$ cat src/hdl/dtir_pkg.sv
`timescale 1ns / 1ps

package dtir_pkg;

    localparam int TIMER_WIDTH = 16;

    typedef enum logic [2:0] {
        REQ_TICK       = 3'd0,
        REQ_WORD_WRITE = 3'd1,
        REQ_BYTE_WRITE = 3'd2,
        REQ_WORD_READ  = 3'd3,
        REQ_SET_PEND   = 3'd4
    } req_type_t;

    localparam logic [5:0] ADDR_T1_PRESCALE = 6'h00;
    localparam logic [5:0] ADDR_T1_DIVIDE   = 6'h02;
    localparam logic [5:0] ADDR_T2_PRESCALE = 6'h04;
    localparam logic [5:0] ADDR_T2_DIVIDE   = 6'h06;
    localparam logic [5:0] ADDR_TIMER_LAST  = 6'h07;
    localparam logic [5:0] ADDR_IRQ_LO      = 6'h20;
    localparam logic [5:0] ADDR_IRQ_HI      = 6'h21;
    localparam logic [5:0] ADDR_IRQ_END     = 6'h22;

    localparam int IRQ_BIT_T1 = 2;
    localparam int IRQ_BIT_T2 = 3;

    typedef struct packed {
        logic tick;
        logic wr_prescale;
        logic wr_divide;
    } tmr_ctrl_t;

    typedef struct packed {
        logic [3:0]  pad;
        logic [7:0]  interrupt_mask;
        logic        dsp_timer2_pulse;
        logic        dsp_timer1_pulse;
        logic        cpu_irq_pulse;
        logic        handled;
        logic [15:0] read_data;
    } result_t;

endpackage

$ cat src/hdl/dtir_timer.sv
`timescale 1ns / 1ps

module dtir_timer (
    input  logic                               aclk,
    input  logic                               aresetn,
    input  dtir_pkg::tmr_ctrl_t                ctrl,
    input  logic [dtir_pkg::TIMER_WIDTH-1:0]   wr_value,
    output logic                               fire
);

    localparam int TW = dtir_pkg::TIMER_WIDTH;

    logic [TW-1:0] prescale_value_reg, prescale_value_next;
    logic [TW-1:0] divide_value_reg, divide_value_next;
    logic [TW-1:0] prescale_count_reg, prescale_count_next;
    logic [TW-1:0] divide_count_reg, divide_count_next;
    logic          armed_reg, armed_next;

    always_comb begin
        prescale_value_next = prescale_value_reg;
        divide_value_next   = divide_value_reg;
        prescale_count_next = prescale_count_reg;
        divide_count_next   = divide_count_reg;
        armed_next          = armed_reg;
        fire                = 1'b0;
        if (ctrl.wr_prescale || ctrl.wr_divide) begin
            if (ctrl.wr_prescale) begin
                prescale_value_next = wr_value;
            end
            if (ctrl.wr_divide) begin
                divide_value_next = wr_value;
            end
            prescale_count_next = '0;
            divide_count_next   = '0;
            armed_next          = (prescale_value_next | divide_value_next) != '0;
        end else if (ctrl.tick && armed_reg) begin
            if (prescale_count_reg >= prescale_value_reg) begin
                prescale_count_next = '0;
                if (divide_count_reg >= divide_value_reg) begin
                    divide_count_next = '0;
                    fire              = 1'b1;
                    armed_next        = (prescale_value_reg | divide_value_reg) != '0;
                end else begin
                    divide_count_next = divide_count_reg + TW'(1);
                end
            end else begin
                prescale_count_next = prescale_count_reg + TW'(1);
            end
        end
    end

    always_ff @(posedge aclk) begin
        if (!aresetn) begin
            prescale_value_reg <= TW'(16'hFFFF);
            divide_value_reg   <= TW'(16'hFFFF);
            prescale_count_reg <= '0;
            divide_count_reg   <= '0;
            armed_reg          <= 1'b0;
        end else begin
            prescale_value_reg <= prescale_value_next;
            divide_value_reg   <= divide_value_next;
            prescale_count_reg <= prescale_count_next;
            divide_count_reg   <= divide_count_next;
            armed_reg          <= armed_next;
        end
    end

`ifndef ASSERT_OFF
    a_fire_when_armed: assert property (@(posedge aclk) disable iff (!aresetn)
        fire |-> armed_reg && ctrl.tick && (prescale_count_reg >= prescale_value_reg))
        else $error("timer fired while disarmed or before prescale wrap");
`endif

endmodule

$ cat src/hdl/dual_interval_timer_irq_regs.sv
`timescale 1ns / 1ps

// Two interval timers with an 8-bit interrupt mask/pending register pair.
// Input words (s_axis_*) carry one request each: tuser selects tick, word
// write, byte write, word read or external set-pending; tdata carries the
// byte address, write data and the outer DSP interrupt enable.
// Every input word yields exactly one result word on m_axis_*: read data,
// handled flag, CPU interrupt pulse, both DSP timer pulses and the mask.
// Results are registered in the output register, or in the skid register
// while the receiver stalls. One word is accepted per cycle while the skid
// register is empty, so ticks then advance the timers at clock rate; the
// timers update in the accepting cycle by a compare and increment per timer.
// Reset disarms both timers, loads all prescale and divide values with
// 0xFFFF, and clears counts, mask and pending bits; s_axis_tready stays
// low while aresetn is low.
// When the receiver stalls, the result register holds its word and a
// skid register takes one more; s_axis_tready then drops until the skid
// register drains.
module dual_interval_timer_irq_regs (
    input  logic        aclk,
    input  logic        aresetn,
    input  logic        s_axis_tvalid,
    output logic        s_axis_tready,
    // [5:0] address, [21:6] write_data, [22] dsp_irq_enabled, [23] zero
    input  logic [23:0] s_axis_tdata,
    // [2:0] req_type
    input  logic [2:0]  s_axis_tuser,
    output logic        m_axis_tvalid,
    input  logic        m_axis_tready,
    // [15:0] read_data, [16] handled, [17] cpu_irq_pulse,
    // [18] dsp_timer1_pulse, [19] dsp_timer2_pulse, [27:20] interrupt_mask,
    // [31:28] zero
    output logic [31:0] m_axis_tdata
);

    localparam int TW = dtir_pkg::TIMER_WIDTH;

    dtir_pkg::req_type_t req;
    logic [5:0]          addr;
    logic [15:0]         wdata;
    logic                dsp_en;
    logic                accept;

    dtir_pkg::tmr_ctrl_t t1_ctrl, t2_ctrl;
    logic                fire1, fire2;

    logic [7:0]          mask_reg, mask_next;
    logic [7:0]          pending_reg, pending_next;
    dtir_pkg::result_t   res;

    logic                out_valid_reg, out_valid_next;
    dtir_pkg::result_t   out_reg, out_next;
    logic                skid_valid_reg, skid_valid_next;
    dtir_pkg::result_t   skid_reg, skid_next;

    assign req    = dtir_pkg::req_type_t'(s_axis_tuser);
    assign addr   = s_axis_tdata[5:0];
    assign wdata  = s_axis_tdata[21:6];
    assign dsp_en = s_axis_tdata[22];
    assign accept = s_axis_tvalid && s_axis_tready;

    always_comb begin
        t1_ctrl.tick        = accept && (req == dtir_pkg::REQ_TICK);
        t1_ctrl.wr_prescale = accept && (req == dtir_pkg::REQ_WORD_WRITE)
                              && (addr == dtir_pkg::ADDR_T1_PRESCALE);
        t1_ctrl.wr_divide   = accept && (req == dtir_pkg::REQ_WORD_WRITE)
                              && (addr == dtir_pkg::ADDR_T1_DIVIDE);
        t2_ctrl.tick        = t1_ctrl.tick;
        t2_ctrl.wr_prescale = accept && (req == dtir_pkg::REQ_WORD_WRITE)
                              && (addr == dtir_pkg::ADDR_T2_PRESCALE);
        t2_ctrl.wr_divide   = accept && (req == dtir_pkg::REQ_WORD_WRITE)
                              && (addr == dtir_pkg::ADDR_T2_DIVIDE);
    end

    dtir_timer u_timer1 (
        .aclk     (aclk),
        .aresetn  (aresetn),
        .ctrl     (t1_ctrl),
        .wr_value (TW'(wdata)),
        .fire     (fire1)
    );

    dtir_timer u_timer2 (
        .aclk     (aclk),
        .aresetn  (aresetn),
        .ctrl     (t2_ctrl),
        .wr_value (TW'(wdata)),
        .fire     (fire2)
    );

    always_comb begin
        mask_next    = mask_reg;
        pending_next = pending_reg;
        res          = '0;
        case (req)
            dtir_pkg::REQ_TICK: begin
                res.dsp_timer1_pulse = fire1;
                res.dsp_timer2_pulse = fire2;
                if (fire1 && dsp_en && mask_reg[dtir_pkg::IRQ_BIT_T1]) begin
                    pending_next[dtir_pkg::IRQ_BIT_T1] = 1'b1;
                    res.cpu_irq_pulse                  = 1'b1;
                end
                if (fire2 && dsp_en && mask_reg[dtir_pkg::IRQ_BIT_T2]) begin
                    pending_next[dtir_pkg::IRQ_BIT_T2] = 1'b1;
                    res.cpu_irq_pulse                  = 1'b1;
                end
            end
            dtir_pkg::REQ_WORD_WRITE: begin
                if (addr <= dtir_pkg::ADDR_TIMER_LAST) begin
                    res.handled = 1'b1;
                end else if (addr >= dtir_pkg::ADDR_IRQ_LO
                             && addr <= dtir_pkg::ADDR_IRQ_END) begin
                    res.handled  = 1'b1;
                    mask_next    = wdata[7:0];
                    pending_next = pending_reg & ~wdata[15:8];
                end
            end
            dtir_pkg::REQ_BYTE_WRITE: begin
                if (addr <= dtir_pkg::ADDR_TIMER_LAST) begin
                    res.handled = 1'b1;
                end else if (addr == dtir_pkg::ADDR_IRQ_LO) begin
                    res.handled  = 1'b1;
                    pending_next = pending_reg & ~wdata[7:0];
                end else if (addr == dtir_pkg::ADDR_IRQ_HI) begin
                    res.handled = 1'b1;
                    mask_next   = wdata[7:0];
                end
            end
            dtir_pkg::REQ_WORD_READ: begin
                if (addr == dtir_pkg::ADDR_IRQ_LO) begin
                    res.handled   = 1'b1;
                    res.read_data = {8'h00, pending_reg};
                end
            end
            dtir_pkg::REQ_SET_PEND: begin
                pending_next = pending_reg | wdata[7:0];
            end
            default: begin
            end
        endcase
        res.interrupt_mask = mask_next;
    end

    always_ff @(posedge aclk) begin
        if (!aresetn) begin
            mask_reg    <= '0;
            pending_reg <= '0;
        end else if (accept) begin
            mask_reg    <= mask_next;
            pending_reg <= pending_next;
        end
    end

    // output register plus skid register
    always_comb begin
        out_valid_next  = out_valid_reg;
        out_next        = out_reg;
        skid_valid_next = skid_valid_reg;
        skid_next       = skid_reg;
        if (!out_valid_reg || m_axis_tready) begin
            if (skid_valid_reg) begin
                out_valid_next  = 1'b1;
                out_next        = skid_reg;
                skid_valid_next = 1'b0;
            end else begin
                out_valid_next = accept;
                out_next       = res;
            end
        end else if (accept) begin
            skid_valid_next = 1'b1;
            skid_next       = res;
        end
    end

    always_ff @(posedge aclk) begin
        if (!aresetn) begin
            out_valid_reg  <= 1'b0;
            skid_valid_reg <= 1'b0;
        end else begin
            out_valid_reg  <= out_valid_next;
            skid_valid_reg <= skid_valid_next;
        end
        out_reg  <= out_next;
        skid_reg <= skid_next;
    end

    assign s_axis_tready = aresetn && !skid_valid_reg;
    assign m_axis_tvalid = out_valid_reg;
    assign m_axis_tdata  = out_reg;

`ifndef ASSERT_OFF
    a_skid_behind_out: assert property (@(posedge aclk) disable iff (!aresetn)
        skid_valid_reg |-> out_valid_reg)
        else $error("skid register full while output register empty");

    a_cpu_needs_fire: assert property (@(posedge aclk) disable iff (!aresetn)
        accept && res.cpu_irq_pulse |-> fire1 || fire2)
        else $error("CPU interrupt without a timer firing");

    a_pulse_only_tick: assert property (@(posedge aclk) disable iff (!aresetn)
        accept && (req != dtir_pkg::REQ_TICK) |-> !fire1 && !fire2)
        else $error("timer fired on a non-tick request");

    a_cpu_sets_pending: assert property (@(posedge aclk) disable iff (!aresetn)
        accept && res.cpu_irq_pulse |=>
            pending_reg[dtir_pkg::IRQ_BIT_T1] || pending_reg[dtir_pkg::IRQ_BIT_T2])
        else $error("CPU interrupt left no pending bit");
`endif

endmodule
$ cat config.mk
export PLATFORM = sky130hd
export DESIGN_NAME = dual_interval_timer_irq_regs
export DESIGN_NICKNAME = d
export VERILOG_FILES = /design/src/hdl/dtir_pkg.sv /design/src/hdl/dtir_timer.sv /design/src/hdl/dual_interval_timer_irq_regs.sv
export SDC_FILE = /design/constraint.sdc
export NUM_CORES = 1
export LEC_CHECK = 0
export ABC_CLOCK_PERIOD_IN_PS = 5630
export BUFFER_PORTS_ARGS = -buffer_cell sky130_fd_sc_hd__buf_2
export CAP_MARGIN = 30
export CORE_ASPECT_RATIO = 0.6
export CORE_UTILIZATION = 40
export CTS_BUF_LIST = sky130_fd_sc_hd__clkbuf_16
export DETAILED_ROUTE_END_ITERATION = 16
export GPL_TIMING_DRIVEN = 0
export PLACE_DENSITY_LB_ADDON = 0.3
export SLEW_MARGIN = 40
export SYNTH_ARGS = -nofsm -noshare
export SYNTH_HDL_FRONTEND = slang
export SYNTH_SLANG_ARGS = --single-unit
$ cat constraint.sdc
create_clock -name aclk -period 5.63 [get_ports aclk]
set_input_delay 0.2815 -clock aclk [delete_from_list [all_inputs] [get_ports aclk]]
set_output_delay 0.2815 -clock aclk [all_outputs]
set_load 0.1 [all_outputs]
# After elaboration in Yosys (flattened, before gate mapping)
# Index checks and enable logic that the tools add are counted.
# Widths: inputs -> output; s select.
op_classes:
  add_sub_neg: 4
  n_lt_le_gt_ge: 7
  eq_ne: 15
  mux: 56
  bitwise: 11
  n_reduce_logical: 45
ops:
  columns: ["cell", "n"]
  rows:
  - ["$mux 16", 13]
  - ["$mux 8", 9]
  - ["$add 16x1->16 const B", 4]
  - ["$ge 16x16->1", 4]
  - ["$or 16x16->16", 4]
  - ["$reduce_bool 16->1", 4]
  - ["$mux 28", 1]
  - ["$mux 1", 26]
  - ["$mux 17", 1]
  - ["$and 8x8->8", 2]
  - ["$not 8->8", 2]
  - ["$pmux 8 s2", 1]
  - ["$logic_and 1x1->1", 15]
  - ["$reduce_and 7->1", 2]
  - ["$eq 6x3->1 const B", 2]
  - ["$eq 6x6->1 const B", 2]
  - ["$pmux 4 s3", 1]
  - ["$reduce_bool 2->1", 6]
  - ["$or 8x8->8", 1]
  - ["$pmux 2 s4", 1]
  - ["$eq 3x2->1 const B", 2]
  - ["$eq 6x2->1 const B", 1]
  - ["$ge 6x6->1 const B", 1]
  - ["$le 6x3->1 const B", 1]
  - ["19 further kinds", 32]
totals:
  register_bits: 204
  in_bits: 31
  output_inout_bits: 34
  elab_cells: 166

# Depth between registers and ports, before layout
# Gate-level depths: netlist (run 1).
depth:
  depth_word: 13
  mapped_depth: 10
  ltp_nobuf: 9

# Hierarchy
# From an unflattened synthesis (run 1), not the netlist that was laid out.
hier_totals:
  cells_unflattened: 1123
  hier_area_um2: 10134.7
modules_own_cells:
  columns: ["module", "n_inst", "cells_each", "area_each_um2", "seq_area_each_um2"]
  rows:
  - ["dtir_timer (u_timer2)", 1, 441, 3649.8, 1301.2]
  - ["dtir_timer (u_timer1)", 1, 443, 3639.7, 1301.2]
  - ["dual_interval_timer_irq_regs", 1, 239, 2845.2, 1561.5]

# Least setup slack after synthesis (run 1)
# OpenSTA, ideal clock, no wires.
synth_path:
  path_type: "input port to flip-flop"
  start: "input aresetn"
  end: "register skid_reg[0] (netlist name) (enable)"
  setup_time_ps: 397
  arrival_time_ps: 3125
  t_required_ps: 5233
  setup_slack_ps: 2108
  stages: 5
  path_buffers: 2
  cell_sequence: "buf_4 -> nor2b_1 -> nand2_1 -> clkbuf_1 -> nor2_1"
synth_between:
  elab_chain_len: 3
synth_rtl:
  columns: ["item", "line_no", "rtl"]
  rows:
  - ["from (decl)", "dual_interval_timer_irq_regs.sv:21", "input logic aresetn,"]
  - ["$logic_and 1x1->1", "dual_interval_timer_irq_regs.sv:187", "assign s_axis_tready = aresetn && !skid_valid_reg;"]
  - ["via s_axis_tready", "dual_interval_timer_irq_regs.sv:23", "output logic s_axis_tready,"]
  - ["$logic_and 1x1->1", "dual_interval_timer_irq_regs.sv:60", "assign accept = s_axis_tvalid && s_axis_tready;"]
  - ["$reduce_and 2->1 (no source line)", null, null]
  - ["to (signal assigned)", "dual_interval_timer_irq_regs.sv:184", "skid_reg <= skid_next;"]
  - ["to (decl)", "dual_interval_timer_irq_regs.sv:54", "dtir_pkg::result_t skid_reg, skid_next;"]
# The timed path passes the listed nets, and every way through them passes these cells.
# A chain may end at the register's enable or synchronous reset.

# Worst setup path in the final report (run 1)
layout_path:
  start: "register u_timer1.prescale_count_reg[0]"
  end: "register u_timer1.divide_count_reg[15]"
layout_between:
  elab_chain_len: 2
layout_rtl:
  columns: ["item", "line_no", "rtl"]
  rows:
  - ["from (decl)", "dtir_timer.sv:15", "logic [TW-1:0] prescale_count_reg, prescale_count_next;"]
  - ["from (signal assigned)", "dtir_timer.sv:62", "prescale_count_reg <= prescale_count_next;"]
  - ["$ge 16x16->1", "dtir_timer.sv:37", "if (prescale_count_reg >= prescale_value_reg) begin"]
  - ["$reduce_and 2->1 (no source line)", null, null]
  - ["to (signal assigned)", "dtir_timer.sv:63", "divide_count_reg <= divide_count_next;"]
  - ["to (decl)", "dtir_timer.sv:16", "logic [TW-1:0] divide_count_reg, divide_count_next;"]
# Every way passes these cells.

==> run summary, run 1 <==
Die Area -> 25,200 um^2
Placed wire-length estimate -> 19,500 um
Crit path from -> u_timer1.prescale_count_reg[0]$_SDFFE_PP0P_
Setup bufs post-CTS -> 0
Synth cell types -> 64
Clk sinks -> 188
DR vias -> 8,224
CTS tree -> built
H-tree depth -> 4
Hold path startpoint -> s_axis_tvalid
# diodes -> 0
Initial antenna violation count -> 0
Part of the cycle the worst path needs -> 55.8%
Worst relative slew slack -> 42.8%
Rows -> 43
Die Y -> 123 um
Critical Path RT -> 6010 ps
RePlAce Congestion -> 0.888
Synthesis-to-finish area growth -> 12.0%
CP startpoint kind -> flop
Post-Syn Area -> 9810 um^2
Clock tree buffer depth -> 2
Async set-reset flop share out of synthesis -> 0%
Avg Cell Area, Syn -> 8.89 um^2
Setup TNS -> 0 ps
Hold Path Class -> input pin to flop
Setup-failing EPs final -> 0
Power Density -> 257 nW/um^2
Layout cell share with drive strength beyond 1 -> 11.2%
Final Hold Fails -> 0
Placed Area -> 10,400 um^2
Die width -> 204 um
CTS buffer count -> 17
Clk pin slew, worst setup/hold paths -> 70 ps
Post-cts repair resize count -> 0
Cells after Synth -> 1,104
Drt total wl -> 25,800 um
Clock latency on the worst-skew pair -> 440 ps
Synth Register Bits -> 188
Worst VDD drop -> 0.000216 V
Critical path fanouts, max -> 10
Largest net degree at the start of global routing -> 24
Vias/cell -> 5.50
GRT met2 Usage -> 28.1%
Met3 usage -> 4.61%
Primary FF master, synth -> dfxtp_1
Core Region -> 23,600 um^2
Root Buffer -> clkbuf_16
GRT Util Overall -> 21.0%
Leakage Power -> 0.00479 uW
# IOs -> 65
Initial Utilization -> 41.6%
Post-synth top cells -> dfxtp_1 (148), nand2_1 (143), nor2_1 (87), inv_1 (70), ha_1 (68)
NumNets Final -> 1,265
Antenna viol nets, final -> 0
RSZ-0062 raised after global routing -> no
Outcome -> complete, no violations
Met1 Usage GRT -> 33.1%
Worst-case clock skew -> 9.82 ps
First-pass GRT wire length -> 40,600 um
Busiest grt layer -> met1
Fin. max-slew vios -> 0
Critical path arrival -> 3520 ps
# fillers -> 2,279
Power Total -> 2830 uW
WL/cell -> 17.3 um
Vias in the first global route -> 7,378
Post-synthesis sequential area ratio -> 42.4%
Post-synth EDFFs -> 40
Most frequent cell after synthesis -> dfxtp_1
Least-Margin Pin Slew -> 858 ps
Starting DRT DRC Count -> 608
CTS Hold Bufs -> 0
YS warnings -> 0
Fmax -> 318 MHz
Max cap viols -> 0
R2R Path Start -> u_timer1.prescale_count_reg[0]$_SDFFE_PP0P_
Top cells by area, synth -> dfxtp_1 (30%), edfxtp_1 (12%), ha_1 (8.7%)
Design area -> 11,000 um^2
PortBufs -> 32
Final Critical Period -> 3140 ps
Top cell type's share of synthesized area -> 30.2%
Worst setup EP type -> flop
First drt pass iteration count -> 5
GRT overflow -> 0
DRC Markers -> 0
Synth area leader -> dfxtp_1
Worst Setup Path Type -> flop to flop
## worst max-delay path: stages, from the launching register on
cell	delay, ps
dfxtp_1	430
inv_1	70
ha_1	280
nand2b_1	140
a2111o_1	400
a311oi_1	530
a21oi_2	290
nand2b_1	350
nand3_2	220
buf_2	260
nor2_1	120
## kinds of logic after synthesis
| kind of cell | count (synthesis) | share of synthesized area (%) |
|---|---|---|
| compound gates | 198 | 13.2 |
| xor+xnor | 48 | 4.28 |
| fa+ha+maj | 68 | 8.67 |
| buf+inv | 144 | 6.30 |
| flops | 188 | 42.4 |
| mux | 31 | 3.49 |
| other cells | 1 | 0.0382 |
| simple gates | 426 | 21.6 |
## metal layers
layer / vias up / wire length [um]
met3: 30 / 2300
met5: - / 0
li1: 4005 / -
met4: 0 / 302
met2: 311 / 9750
met1: 3878 / 13400
## worst paths after layout
| path | to | slack (ps) | depth (start not counted) |
|---|---|---|---|
| worst max register to register | u_timer1.divide_count_reg[15]$_SDFFE_PP0P_ | 2490 | 10 |
| worst max-delay path | u_timer1.divide_count_reg[15]$_SDFFE_PP0P_ | 2490 | 10 |
| worst min register to register | mask_reg[7]$_SDFFE_PN0P_ | 460 | 2 |
| worst min-delay path | skid_valid_reg$_SDFFE_PP0P_ | 190 | 3 |
## area by class of cell
cell class              count  area, um^2  area share, %
inverters                  70         263           2.39
flip-flops and latches    188        4160           37.9
plain buffers              74         355           3.23
repair buffers             32         160           1.46
well taps                 315         394           3.59
clock buffers              18         450           4.10
clock inverters            14         119           1.08
multi-input cells         783        5080           46.3
## through the flow
stage	setup slack (ps)	cells	util [%]	hold WS (ps)
2_1_floorplan	2110	1115	-	420
3_3_place_gp	2590	1462	44.2	438
3_5_place_dp	2530	1462	44.2	446
4_1_cts	2520	1494	46.6	171
5_1_grt	2280	1494	46.6	228
6_report	2490	1494	46.6	188
## power breakdown
| part | internal (uW) | switching (uW) |
|---|---|---|
| registers | 1390 | 4.11 |
| clock network | 637 | 561 |
| logic | 42.0 | 199 |
## placed cells by master (no fill, tap or decap), types with 17 or more instances in the layout
master / netlist / routed
dfxtp_1: 148 / 148
nand2_1: 143 / 143
nor2_1: 87 / 86
inv_1: 70 / 71
ha_1: 68 / 68
o211ai_1: 59 / 59
a21oi_1: 48 / 48
clkbuf_1: 43 / 43
buf_2: 8 / 40
edfxtp_1: 40 / 40
nand3_1: 39 / 39
o21ai_0: 38 / 38
nand4_1: 38 / 38
xor2_1: 34 / 34
mux2_2: 26 / 26
and3_1: 18 / 18
clkbuf_16: 0 / 18
buf_4: 17 / 17
Power figures use the tool's default switching activity.
==> run 2, diff against run 1 <==
--- a/config.mk
+++ b/config.mk
@@ -5,7 +5,7 @@
 export SDC_FILE = /design/constraint.sdc
 export NUM_CORES = 1
 export LEC_CHECK = 0
-export ABC_CLOCK_PERIOD_IN_PS = 5630
+export ABC_CLOCK_PERIOD_IN_PS = 2800
 export BUFFER_PORTS_ARGS = -buffer_cell sky130_fd_sc_hd__buf_2
 export CAP_MARGIN = 30
 export CORE_ASPECT_RATIO = 0.6
==> constraint.sdc (replaced) <==
create_clock -name aclk -period 2.8 [get_ports aclk]
set_input_delay 0.14 -clock aclk [delete_from_list [all_inputs] [get_ports aclk]]
set_output_delay 0.14 -clock aclk [all_outputs]
set_load 0.1 [all_outputs]
==> run summary, run 2 (synthesized netlist as in run 1, its figures left out) <==
Root Buffer -> clkbuf_16
Busiest grt layer -> met1
Clock latency on the worst-skew pair -> 440 ps (about the same)
Max cap viols -> 0 (unchanged)
Largest net degree at the start of global routing -> 24 (unchanged)
Initial Utilization -> 41.6% (unchanged)
# IOs -> 65 (unchanged)
Starting DRT DRC Count -> 733 (+21%)
# diodes -> 0 (unchanged)
NumNets Final -> 1,269 (+0.32%)
Synthesis-to-finish area growth -> 13.6%
Critical path fanouts, max -> 10 (unchanged)
Met3 usage -> 5.22% (+0.61 points)
CTS buffer count -> 17 (unchanged)
Die Area -> 25,200 um^2 (unchanged)
Hold Path Class -> input pin to flop
CP startpoint kind -> flop
Drt total wl -> 26,500 um (+2.6%)
Fin. max-slew vios -> 0 (unchanged)
Fmax -> 380 MHz (+19%)
First-pass GRT wire length -> 41,600 um (+2.6%)
Non-filler cells, final -> 1,498 (+0.27%)
Critical path arrival -> 3000 ps (-520 ps)
Placed cell count -> 1,462 (unchanged)
GRT met2 Usage -> 28.7% (+0.61 points)
Setup-failing EPs final -> 0 (unchanged)
Clk pin slew, worst setup/hold paths -> 70 ps (about the same)
Layout cell share with drive strength beyond 1 -> 12.3% (+1.1 points)
DR vias -> 8,263 (+0.47%)
Power Density -> 532 nW/um^2 (+110%)
H-tree depth -> 4 (unchanged)
GRT overflow -> 0 (unchanged)
Worst setup EP type -> flop
Vias/cell -> 5.52 (+0.21%)
Final Hold Fails -> 0 (unchanged)
Antenna viol nets, final -> 0 (unchanged)
Worst VDD drop -> 0.000429 V (+98%)
Die Y -> 123 um (unchanged)
Area occupied by registers -> 4170 um^2 (about the same)
Clock tree buffer depth -> 2 (unchanged)
Worst Setup Path Type -> flop to flop
PortBufs -> 32 (unchanged)
Multi-input gate area -> 5140 um^2 (+1.1%)
First drt pass iteration count -> 5 (unchanged)
Critical Path RT -> 3170 ps (-2840 ps)
Placed wire-length estimate -> 19,600 um (+1.0%)
Final Critical Period -> 2630 ps (-507 ps)
Vias in the first global route -> 7,472 (+1.3%)
CTS tree -> built
Part of the cycle the worst path needs -> 94.0% (+38 points)
Commonest non-fill, non-tap cell in the layout -> dfxtp_1
RePlAce Congestion -> 0.903 (+1.7%)
Met1 Usage GRT -> 34.0% (+0.98 points)
Worst relative slew slack -> 40.5% (-2.4 points)
# fillers -> 2,237 (-1.8%)
WL/cell -> 17.7 um (+2.3%)
DRC Markers -> 0 (unchanged)
Least-Margin Pin Slew -> 893 ps (+35.5 ps)
RSZ-0062 raised after global routing -> no
Core Region -> 23,600 um^2 (unchanged)
Die width -> 204 um (unchanged)
Initial antenna violation count -> 0 (unchanged)
Rows -> 43 (unchanged)
Clk sinks -> 188 (unchanged)
Hold WS -> 58.5 ps (-130 ps)
Worst-case clock skew -> 6.63 ps (-3.19 ps)
Outcome -> complete, no violations
CTS Hold Bufs -> 0 (unchanged)
Setup TNS -> 0 ps (unchanged)
GRT Util Overall -> 21.6% (+0.62 points)
Leakage Power -> 0.00484 uW (+1.2%)
Final core utilization -> 47.3% (+0.67 points)
Most frequent cells in the layout -> dfxtp_1 (147), nand2_1 (143), nor2_1 (86)
Reg-to-reg slack, setup -> 170 ps (-2320 ps)
## run 2: changes by cell type in the layout (fill, tap and decap cells not counted), sizes merged
| cell | before | now |
|---|---|---|
| inv | 75 | 71 |
| bufinv | 1 | 4 |
| clkinvlp | 1 | 4 |
| buf | 60 | 64 |
| clkinv | 7 | 5 |
## run 2: worst paths after layout
check                                                                   to  depth (start not counted)                                   startpoint
worst max-delay path            u_timer2.divide_count_reg[14]$_SDFFE_PP0P_                         10  u_timer2.prescale_value_reg[5]$_SDFFE_PN1P_
worst min-delay path                           skid_valid_reg$_SDFFE_PP0P_                          3                                s_axis_tvalid
worst max register to register  u_timer2.divide_count_reg[14]$_SDFFE_PP0P_                         10  u_timer2.prescale_value_reg[5]$_SDFFE_PN1P_
worst min register to register                    mask_reg[4]$_SDFFE_PN0P_                          2                     mask_reg[4]$_SDFFE_PN0P_
## run 2: area by class of cell
cell class	count	area share, %
multi-input combinational	783	46.1
inverter	70	2.36
clock buffer	18	4.04
tap	315	3.54
clock inverter	14	1.72
sequential	188	37.4
buffer	74	3.19
timing repair buffer	36	1.68
## run 2: where the power goes
part / internal, uW / switching, uW / total (uW)
logic: 85.6 / 404 / 490
registers: 2790 / 7.83 / 2790
clock network: 1550 / 1100 / 2650
total: 4420 / 1510 / 5930
## run 2: timing repair
| item | CTS | global route |
|---|---|---|
| buffers inserted | 1 | 3 |
| endpoints found under the setup margin | 28 | 41 |
| pin swaps | 0 | 2 |
| gates resized for setup | 5 | 6 |
## run 2: metrics by stage
stage / worst slack (ps) / total power (uW) / cell area, um^2
floorplan: 52.4 / 3220 / 9860
global placement: -241 / 3330 / 10400
detailed placement: -271 / 3330 / 10400
CTS: 17.8 / 5970 / 11100
global route: 42.7 / 6100 / 11100
finish: 167 / 5930 / 11100
## run 2: per-layer routing
layer | routed length, um | part of all wire [%]
met2 | 10200 | 39
met3 | 2520 | 9.5
met4 | 238 | 0.90
met5 | 0 | 0
met1 | 13500 | 51
## run 2: worst max-delay path, stage by stage, from the launching register on
cell and delay (ps):
dfxtp_1 350, inv_1 70, ha_1 290, a21oi_1 150, o21ai_0 140, a211oi_1 450
a21oi_4 170, a21bo_2 340, nand2b_1 210, buf_2 250, a21oi_1 130
